--- src/apr_pkg.sv ---
// Shared types and constants for the aging page replacement unit.
// No dependencies; used by every module under src.
package apr_pkg;

  // Field widths fixed by the interface
  localparam int PageW     = 6;   // virtual page number; all 64 pages fit, no reduction needed
  localparam int CfgW      = 4;   // frames_in_use register
  localparam int OutIdxW   = 3;   // frame_index as reported
  localparam int CountW    = 16;  // fault counter

  // Internal frame index covers the full MAX_FRAMES range (1..64)
  localparam int FrameIdxW = 6;

  // Reference history: after the per-reference shift only the last seven
  // references still contribute a bit to any page's age.
  localparam int HistDepth = 7;
  localparam int AgeW      = HistDepth;

  localparam int                   MaxFramesDef = 8;
  localparam logic [CfgW-1:0]      CfgReset     = 4'd8;
  localparam logic [CountW-1:0]    CountMax     = 16'hFFFF;

  typedef logic [PageW-1:0]                 page_t;
  typedef logic [FrameIdxW-1:0]             fidx_t;
  typedef logic [HistDepth-1:0][PageW-1:0]  hist_pages_t;

  // Search record handed from cell to cell
  typedef struct packed {
    page_t            page;
    logic             hit;
    fidx_t            hit_idx;
    logic             empty;
    fidx_t            free_idx;
    logic             best_vld;
    logic [AgeW-1:0]  best_age;
    fidx_t            best_idx;
    page_t            best_page;
  } scan_t;

  // Frame table update broadcast to all cells
  typedef struct packed {
    logic   fill;
    logic   clr;
    fidx_t  idx;
    page_t  page;
  } frame_wr_t;

  typedef enum logic [1:0] {
    ST_IDLE,
    ST_SCAN,
    ST_DONE
  } state_e;

endpackage

--- src/apr_history.sv ---
// Shift line of the most recent page references; it stands in for the per-page ages.
// Depends on apr_pkg.
module apr_history (
  input  logic                 clk_i,
  input  logic                 rst_ni,
  input  logic                 push_i,
  input  logic                 clr_i,
  input  apr_pkg::page_t       page_i,
  output apr_pkg::hist_pages_t pages_o,
  output logic [apr_pkg::HistDepth-1:0] vld_o
);

  apr_pkg::hist_pages_t                pages_q, pages_d;
  logic [apr_pkg::HistDepth-1:0]       vld_q, vld_d;

  // Advance the line on each reference, newest at tap 0; a clear drops all valid bits
  always_comb begin
    pages_d = pages_q;
    vld_d   = vld_q;
    if (push_i) begin
      pages_d = {pages_q[apr_pkg::HistDepth-2:0], page_i};
      vld_d   = {vld_q[apr_pkg::HistDepth-2:0], 1'b1};
    end
    if (clr_i) begin
      vld_d = '0;
    end
  end

  always_ff @(posedge clk_i or negedge rst_ni) begin
    if (!rst_ni) begin
      vld_q <= '0;
    end else begin
      vld_q <= vld_d;
    end
  end

  always_ff @(posedge clk_i) begin
    pages_q <= pages_d;
  end

  assign pages_o = pages_q;
  assign vld_o   = vld_q;

endmodule

--- src/apr_frame_cell.sv ---
// One physical frame: holds its page and occupancy, and updates the search
// record passing through it. Depends on apr_pkg.
module apr_frame_cell #(
  parameter int IDX = 0
) (
  input  logic                          clk_i,
  input  logic                          rst_ni,
  input  logic [apr_pkg::CfgW-1:0]      frames_in_use_i,
  input  apr_pkg::hist_pages_t          hist_pages_i,
  input  logic [apr_pkg::HistDepth-1:0] hist_vld_i,
  input  apr_pkg::frame_wr_t            wr_i,
  input  logic                          vld_i,
  input  apr_pkg::scan_t                rec_i,
  output logic                          vld_o,
  output apr_pkg::scan_t                rec_o
);

  localparam bit                        InRange = (IDX < (1 << apr_pkg::CfgW));
  localparam logic [apr_pkg::CfgW-1:0]  IdxCfg  = apr_pkg::CfgW'(IDX);
  localparam apr_pkg::fidx_t            IdxF    = apr_pkg::FrameIdxW'(IDX);

  logic                       occ_q, occ_d;
  apr_pkg::page_t             page_q, page_d;
  logic                       vld_q;
  apr_pkg::scan_t             rec_q, rec_d;
  logic                       active;
  logic [apr_pkg::AgeW-1:0]   age;

  // Frame 0 always takes part; a count above the chain enables every frame
  assign active = (IDX == 0) || (InRange && (IdxCfg < frames_in_use_i));

  // Rebuild the shifted age of this frame's page from the reference history
  always_comb begin
    for (int j = 0; j < apr_pkg::HistDepth; j++) begin
      age[apr_pkg::AgeW-1-j] = hist_vld_i[j] && (hist_pages_i[j] == page_q);
    end
  end

  // Update the passing search record; first match wins, ties keep the lower frame
  always_comb begin
    rec_d = rec_i;
    if (active && occ_q) begin
      if (!rec_i.hit && (page_q == rec_i.page)) begin
        rec_d.hit     = 1'b1;
        rec_d.hit_idx = IdxF;
      end
      if (!rec_i.best_vld || (age < rec_i.best_age)) begin
        rec_d.best_vld  = 1'b1;
        rec_d.best_age  = age;
        rec_d.best_idx  = IdxF;
        rec_d.best_page = page_q;
      end
    end
    if (active && !occ_q && !rec_i.empty) begin
      rec_d.empty    = 1'b1;
      rec_d.free_idx = IdxF;
    end
  end

  // Fill or empty the frame on commit
  always_comb begin
    occ_d  = occ_q;
    page_d = page_q;
    if (wr_i.fill && (wr_i.idx == IdxF)) begin
      occ_d  = 1'b1;
      page_d = wr_i.page;
    end
    if (wr_i.clr) begin
      occ_d = 1'b0;
    end
  end

  always_ff @(posedge clk_i or negedge rst_ni) begin
    if (!rst_ni) begin
      occ_q <= 1'b0;
      vld_q <= 1'b0;
    end else begin
      occ_q <= occ_d;
      vld_q <= vld_i;
    end
  end

  // Hold the record until the next search arrives
  always_ff @(posedge clk_i) begin
    page_q <= page_d;
    if (vld_i) begin
      rec_q <= rec_d;
    end
  end

  assign vld_o = vld_q;
  assign rec_o = rec_q;

endmodule

--- src/aging_page_replacement_unit.sv ---
// Top level of the aging page replacement unit: control, counter, output register.
// Depends on apr_pkg, apr_history and apr_frame_cell.
//
//  Channel   | Handshake                          | Payload
//  ----------+------------------------------------+--------------------------------------
//  input     | in_valid_i / in_ready_o            | page_number_i, last_reference_i
//  result    | out_valid_o / out_ready_i          | was_fault_o, frame_index_o,
//            |                                    | evicted_valid_o, evicted_page_o,
//            |                                    | fault_count_o
//  config    | frames_in_use_we_i (no wait)       | frames_in_use_i
//
// A reference taken in idle is launched into the chain, passes the register in each
// frame cell, closes the scan in ST_DONE and commits into the output register.
// The input is ready again in the cycle the result appears, so a new reference is
// taken only once the previous one has committed.
// The result sits in an output register; a stalled result only delays the
// commit of the following reference. Reset empties all frames, clears the
// history and the fault count, and loads frames_in_use with 8.
module aging_page_replacement_unit #(
  parameter int MAX_FRAMES = apr_pkg::MaxFramesDef
) (
  input  logic                        clk_i,
  input  logic                        rst_ni,
  input  logic                        frames_in_use_we_i,
  input  logic [apr_pkg::CfgW-1:0]    frames_in_use_i,
  input  logic                        in_valid_i,
  output logic                        in_ready_o,
  input  logic [apr_pkg::PageW-1:0]   page_number_i,
  input  logic                        last_reference_i,
  output logic                        out_valid_o,
  input  logic                        out_ready_i,
  output logic                        was_fault_o,
  output logic [apr_pkg::OutIdxW-1:0] frame_index_o,
  output logic                        evicted_valid_o,
  output logic [apr_pkg::PageW-1:0]   evicted_page_o,
  output logic [apr_pkg::CountW-1:0]  fault_count_o
);

  apr_pkg::state_e                 state_q, state_d;
  logic [apr_pkg::CfgW-1:0]        cfg_q;
  apr_pkg::page_t                  page_q;
  logic                            last_q;
  logic                            launch_q;
  logic [apr_pkg::CountW-1:0]      cnt_q, cnt_d, cnt_inc;
  logic [apr_pkg::CountW-1:0]      fault_cnt_q;
  logic                            out_vld_q, out_vld_d;
  logic                            fault_q;
  apr_pkg::fidx_t                  slot_q;
  logic                            ev_vld_q;
  apr_pkg::page_t                  ev_page_q;

  logic                            in_acc;
  logic                            commit;
  logic                            fault;
  logic                            evict;
  apr_pkg::fidx_t                  slot;

  logic [MAX_FRAMES:0]             chain_vld;
  apr_pkg::scan_t                  chain_rec [MAX_FRAMES+1];
  apr_pkg::scan_t                  launch_rec;
  apr_pkg::scan_t                  exit_rec;
  apr_pkg::frame_wr_t              wr;
  apr_pkg::hist_pages_t            hist_pages;
  logic [apr_pkg::HistDepth-1:0]   hist_vld;

  assign in_acc = in_valid_i && in_ready_o;

  // Next state
  always_comb begin
    state_d = state_q;
    case (state_q)
      apr_pkg::ST_IDLE: if (in_acc)               state_d = apr_pkg::ST_SCAN;
      apr_pkg::ST_SCAN: if (chain_vld[MAX_FRAMES]) state_d = apr_pkg::ST_DONE;
      apr_pkg::ST_DONE: if (commit)               state_d = apr_pkg::ST_IDLE;
      default:                                    state_d = apr_pkg::ST_IDLE;
    endcase
  end

  // State outputs
  always_comb begin
    in_ready_o = 1'b0;
    commit     = 1'b0;
    case (state_q)
      apr_pkg::ST_IDLE: in_ready_o = 1'b1;
      apr_pkg::ST_DONE: commit     = !out_vld_q || out_ready_i;
      default: begin
        in_ready_o = 1'b0;
        commit     = 1'b0;
      end
    endcase
  end

  // Launch a fresh search record into the first cell
  always_comb begin
    launch_rec      = '0;
    launch_rec.page = page_q;
  end

  assign chain_rec[0] = launch_rec;
  assign chain_vld[0] = launch_q;

  for (genvar i = 0; i < MAX_FRAMES; i++) begin : g_cell
    apr_frame_cell #(
      .IDX(i)
    ) u_cell (
      .clk_i          (clk_i),
      .rst_ni         (rst_ni),
      .frames_in_use_i(cfg_q),
      .hist_pages_i   (hist_pages),
      .hist_vld_i     (hist_vld),
      .wr_i           (wr),
      .vld_i          (chain_vld[i]),
      .rec_i          (chain_rec[i]),
      .vld_o          (chain_vld[i+1]),
      .rec_o          (chain_rec[i+1])
    );
  end

  assign exit_rec = chain_rec[MAX_FRAMES];

  // Pick the frame: hit, else first empty frame, else oldest page
  always_comb begin
    fault = !exit_rec.hit;
    evict = !exit_rec.hit && !exit_rec.empty;
    if (exit_rec.hit) begin
      slot = exit_rec.hit_idx;
    end else if (exit_rec.empty) begin
      slot = exit_rec.free_idx;
    end else begin
      slot = exit_rec.best_idx;
    end
  end

  // Broadcast the frame update
  always_comb begin
    wr.fill = commit && fault;
    wr.clr  = commit && last_q;
    wr.idx  = slot;
    wr.page = page_q;
  end

  apr_history u_hist (
    .clk_i  (clk_i),
    .rst_ni (rst_ni),
    .push_i (commit),
    .clr_i  (commit && last_q),
    .page_i (page_q),
    .pages_o(hist_pages),
    .vld_o  (hist_vld)
  );

  // Saturating fault count, cleared after the last reference of a string
  always_comb begin
    cnt_inc = cnt_q;
    if (fault && (cnt_q != apr_pkg::CountMax)) begin
      cnt_inc = cnt_q + apr_pkg::CountW'(1);
    end
    cnt_d = cnt_q;
    if (commit) begin
      cnt_d = last_q ? '0 : cnt_inc;
    end
  end

  // Output valid: set on commit, drop on transaction
  always_comb begin
    out_vld_d = out_vld_q;
    if (out_vld_q && out_ready_i) begin
      out_vld_d = 1'b0;
    end
    if (commit) begin
      out_vld_d = 1'b1;
    end
  end

  always_ff @(posedge clk_i or negedge rst_ni) begin
    if (!rst_ni) begin
      state_q   <= apr_pkg::ST_IDLE;
      cfg_q     <= apr_pkg::CfgReset;
      launch_q  <= 1'b0;
      cnt_q     <= '0;
      out_vld_q <= 1'b0;
    end else begin
      state_q   <= state_d;
      launch_q  <= in_acc;
      cnt_q     <= cnt_d;
      out_vld_q <= out_vld_d;
      if (frames_in_use_we_i) begin
        cfg_q <= frames_in_use_i;
      end
    end
  end

  // Capture the reference and the result payload
  always_ff @(posedge clk_i) begin
    if (in_acc) begin
      page_q <= page_number_i;
      last_q <= last_reference_i;
    end
    if (commit) begin
      fault_q     <= fault;
      slot_q      <= slot;
      ev_vld_q    <= evict;
      ev_page_q   <= evict ? exit_rec.best_page : '0;
      fault_cnt_q <= cnt_inc;
    end
  end

  // Report the count including this reference, taken before any clear
  assign out_valid_o     = out_vld_q;
  assign was_fault_o     = fault_q;
  assign frame_index_o   = slot_q[apr_pkg::OutIdxW-1:0];
  assign evicted_valid_o = ev_vld_q;
  assign evicted_page_o  = ev_page_q;
  assign fault_count_o   = fault_cnt_q;

endmodule

--- config.mk ---
export PLATFORM = sky130hd
export DESIGN_NAME = aging_page_replacement_unit
export DESIGN_NICKNAME = d
export VERILOG_FILES = /design/src/apr_pkg.sv /design/src/apr_history.sv /design/src/apr_frame_cell.sv /design/src/aging_page_replacement_unit.sv
export SDC_FILE = /design/constraint.sdc
export NUM_CORES = 1
export LEC_CHECK = 0
export BUFFER_PORTS_ARGS = -buffer_cell sky130_fd_sc_hd__buf_2
export CAP_MARGIN = 20
export CORE_ASPECT_RATIO = 0.7
export CORE_MARGIN = 3
export CORE_UTILIZATION = 40
export CTS_CLUSTER_SIZE = 30
export DETAILED_ROUTE_END_ITERATION = 12
export PLACE_DENSITY = 0.54
export SLEW_MARGIN = 20
export SYNTH_ARGS = -nofsm -noshare
export SYNTH_HDL_FRONTEND = slang
export SYNTH_SLANG_ARGS = --single-unit
--- constraint.sdc ---
create_clock -name clk_i -period 11.6 [get_ports clk_i]
set_input_delay 2.32 -clock clk_i [delete_from_list [all_inputs] [get_ports clk_i]]
set_output_delay 2.32 -clock clk_i [all_outputs]
set_load 0.1 [all_outputs]
==> impl_metrics.yaml <==
cts:
  tritoncts: "done"
  cts_buffer_depth: 3
  clk_pin_slew_ps: 60
  cts_buffers: 39
  htreeDepth: 2
  cts_root_buf: "clkbuf_16"
  ctsHoldBuffers: 0
  postCtsSetupBuffers: 0
  clock_sinks: 384
  clk_latency_ps: 550
  cts_resized: 0
route:
  via_count: 12300
  drt-initial-drc-count: 1081
  ant_nets: 0
  via_per_inst: 5.49
  firstDrtPassIters: 5
  route.detailed.drc: 0
  wl_per_cell_um: 25.5
  totalWireLength_mm: 57.1
logic_synthesis:
  syn-instance-count: 1580
  synthDistinctLibCells: 69
  synth_top_area_share_pct: 50.6
  seq_area_frac_synth_pct: 56.5
  synth-edff-count: 337
  netlist_area_sq_um: 20000
  synth_area_per_cell_sq_um: 12.7
  synth_top_cell_by_area: "edfxtp_1"
  mappedNetlistNets: 1639
  yosysWarnings: 0
  yosys-top-cells-area: "edfxtp_1 51%, xnor2_1 9.2%, xor2_1 8.2%, dfrtp_1 5.8%, ha_1 2.7%"
  async_flop_share_pct: 12.2
  synthFlopType: "edfxtp_1"
  ys_ff_latch: 384
critical_path:
  arrival_ps: 5170
  r2r_start: "u_hist.pages_o[4]"
  r2r_cells: 9
  worstPathMaxFanout: 56
  cp_slowest_cell: "clkinv_2"
  worst_path_most_repeated_cell: "nand2b_1"
  crit_path_max_incr_delay_ps: 670
  required_ps: 12030
  path_cells: "buf_2 -> nand2b_1 -> nand2b_1 -> clkinv_2 -> buf_4 -> nand2b_1 -> nor2_1 -> a22o_1"
  start_kind: "input port"
  end_kind: "flop"
  reg2reg_to: "g_cell[7].u_cell.rec_o[4]"
  rrSetupSlack_ps: 7650
  critPathKind: "in2reg"
placed_design:
  place.gp.congestion: 0.868
  dpl_cell_area_sq_um: 20600
  preCtsSetupSlack_ps: 6280
  port_buffers: 44
  dp_hpwl_mm: 40.0
power:
  swShare_pct: 29.2
  seqPwrFrac_pct: 52.1
  powerDensity_nw_per_um2: 177
  leakagePower_nw: 7.72
  switchingPower_mw: 1.13
  power_mw: 3.89
  vdd_drop_max_v: 0.000121
  clkPwrFrac_pct: 34.0
  power.share.combinational_pct: 13.9
  internal-power_mw: 2.75
timing:
  rsz0062_at_grt: "false"
  finalMaxSlewViolations: 0
  max_slew.worst_pin.slew_ps: 1080
  fin_crit_ps: 4740
  hold_viol_final: 0
  period_share_pct: 40.9
  tns_ps: 0
  setup_ws_ps: 6860
  fmax_ghz: 0.211
  finalSetupViolations: 0
  skew_ps: 14.7
  slew-limit-headroom_pct: 28.2
die:
  start_util_pct: 41.2
  die_area_sq_um: 52800
  row_count: 67
  dieHeight_um: 193
  ios: 45
  design.core.area_sq_um: 48600
  fp.dieW_um: 273
final_layout:
  diodes: 0
  postLayoutCellArea_sq_um: 21900
  drive_gt1_share_pct: 12.4
  area_growth_pct: 9.59
  final_core_util_pct: 45.1
  nNetsFinal: 1610
outcome:
  outcome: "finished, final reports clean"
min_path:
  holdCritStartpoint: "g_cell[0].u_cell.rec_o[39]"
  holdCritPathClass: "reg2reg"
  min_to: "g_cell[1].u_cell.rec_o[39]"
  holdPathStages: 0
grt:
  grt_usage_pct: 21.9
  grt_overflow: 0
  grt_pass1_wl_mm: 83.7
  grt_pass1_vias: 11800
  antenna_found_initial: 1
  grt_start_max_net_pins: 57
run:
  drv_cap: 0
layout by cell type (no fill, tap or decap), types with 16 or more instances in the layout:
cell type and count:
and2_1 22, edfxtp_1 337, xor2_1 187, nor2b_1 16
nor4_1 58, inv_1 54, nand4_1 59, a21oi_1 25
mux2_1 40, nor2_1 41, dfrtp_1 43, ha_1 43
o21ai_0 23, nand2b_1 31, buf_2 44, or2_2 18
xnor2_1 210, clkbuf_16 39, nand3_1 30, mux2_2 39
nand2_1 49
state kept, by name, indices dropped and copies added, names as in the netlist, 2 cells and up:
| register | count |
|---|---|
| fault_count_o | 16 |
| g_cell.u_cell.rec_o | 213 |
| state_q | 2 |
| cnt_q | 16 |
| u_hist.vld_o | 7 |
| u_hist.pages_o | 42 |
| cfg_q | 4 |
| g_cell.u_cell.page_q | 48 |
| g_cell.u_cell.vld_o | 8 |
| evicted_page_o | 6 |
| slot_q | 3 |
| page_q | 6 |
| g_cell.u_cell.occ_q | 8 |
logic make-up (layout without fill, tap and decap cells):
kind of cell	after synthesis	in the layout	share of synthesized area [%]
mux	91	91	5.22
fa+ha+maj	43	43	2.69
compound gates	117	117	4.03
simple gates	370	370	10.5
flops	384	384	56.5
buf+inv	178	180	3.75
xor+xnor	397	397	17.4
cell usage after synthesis, types with 16 or more instances:
cell type,count
o21ai_0,25
nor4_1,58
nor2b_1,16
nor2_1,41
or2_2,18
and2_1,22
clkbuf_1,57
mux2_1,40
mux2_2,39
nand3_1,30
nand4_1,59
inv_1,54
edfxtp_1,337
buf_2,47
nand2b_1,31
nand2_1,49
dfrtp_1,46
a21oi_1,25
ha_1,43
xnor2_1,210
xor2_1,187
per-layer routing:
layer	track usage, %	part of all wire, %	vias to the layer above
met5	0	0	-
met4	6.28	2.7	0
met3	3.77	7.5	93
met2	30.8	41	487
met1	34.4	49	6150
li1	-	-	5556
critical path, delay by kind of cell:
kind            cells  cell delay [ps]
simple gates        4             1320
buf+inv             3             1320
compound gates      1              190
metrics by stage:
| stage | hold slack (ps) | instances |
|---|---|---|
| 3_5_place_dp | 455 | 2165 |
| 5_1_grt | 483 | 2237 |
| 2_1_floorplan | 424 | 1580 |
| 4_1_cts | 466 | 2237 |
| 3_3_place_gp | 459 | 2165 |
| 6_report | 465 | 2237 |
power groups by stage:
stage               Sequential (mW)  Combinational [mW]  Clock, mW
detailed placement             2.05               0.538          0
finish                         2.03               0.541       1.32
global route                   2.05               0.595       1.41
floorplan                      1.93               0.417          0
global placement               2.05               0.531          0
CTS                            2.02               0.543       1.35
final cells by class:
cell class / count / area [sq um]
Timing Repair Buffer: 51 / 273
Fill cell: 4396 / 26700
Clock inverter: 27 / 318
Multi-Input combinational cell: 1018 / 7960
Sequential cell: 384 / 11300
Tap cell: 655 / 820
Inverter: 57 / 215
Clock buffer: 45 / 1040
how the worst max path moves through the flow:
stage                      startpoint        to  slack (ps)  depth (start not counted)
after global placement    out_ready_i  cnt_q[0]        6340                          8
after global routing      out_ready_i  cnt_q[0]        6560                          8
after floorplan           out_ready_i  cnt_q[4]        6070                          7
after CTS                 out_ready_i  cnt_q[5]        6830                          8
final                     out_ready_i  cnt_q[0]        6860                          8
after detailed placement  out_ready_i  cnt_q[5]        6280                          8
Power figures use the tool's default switching activity.
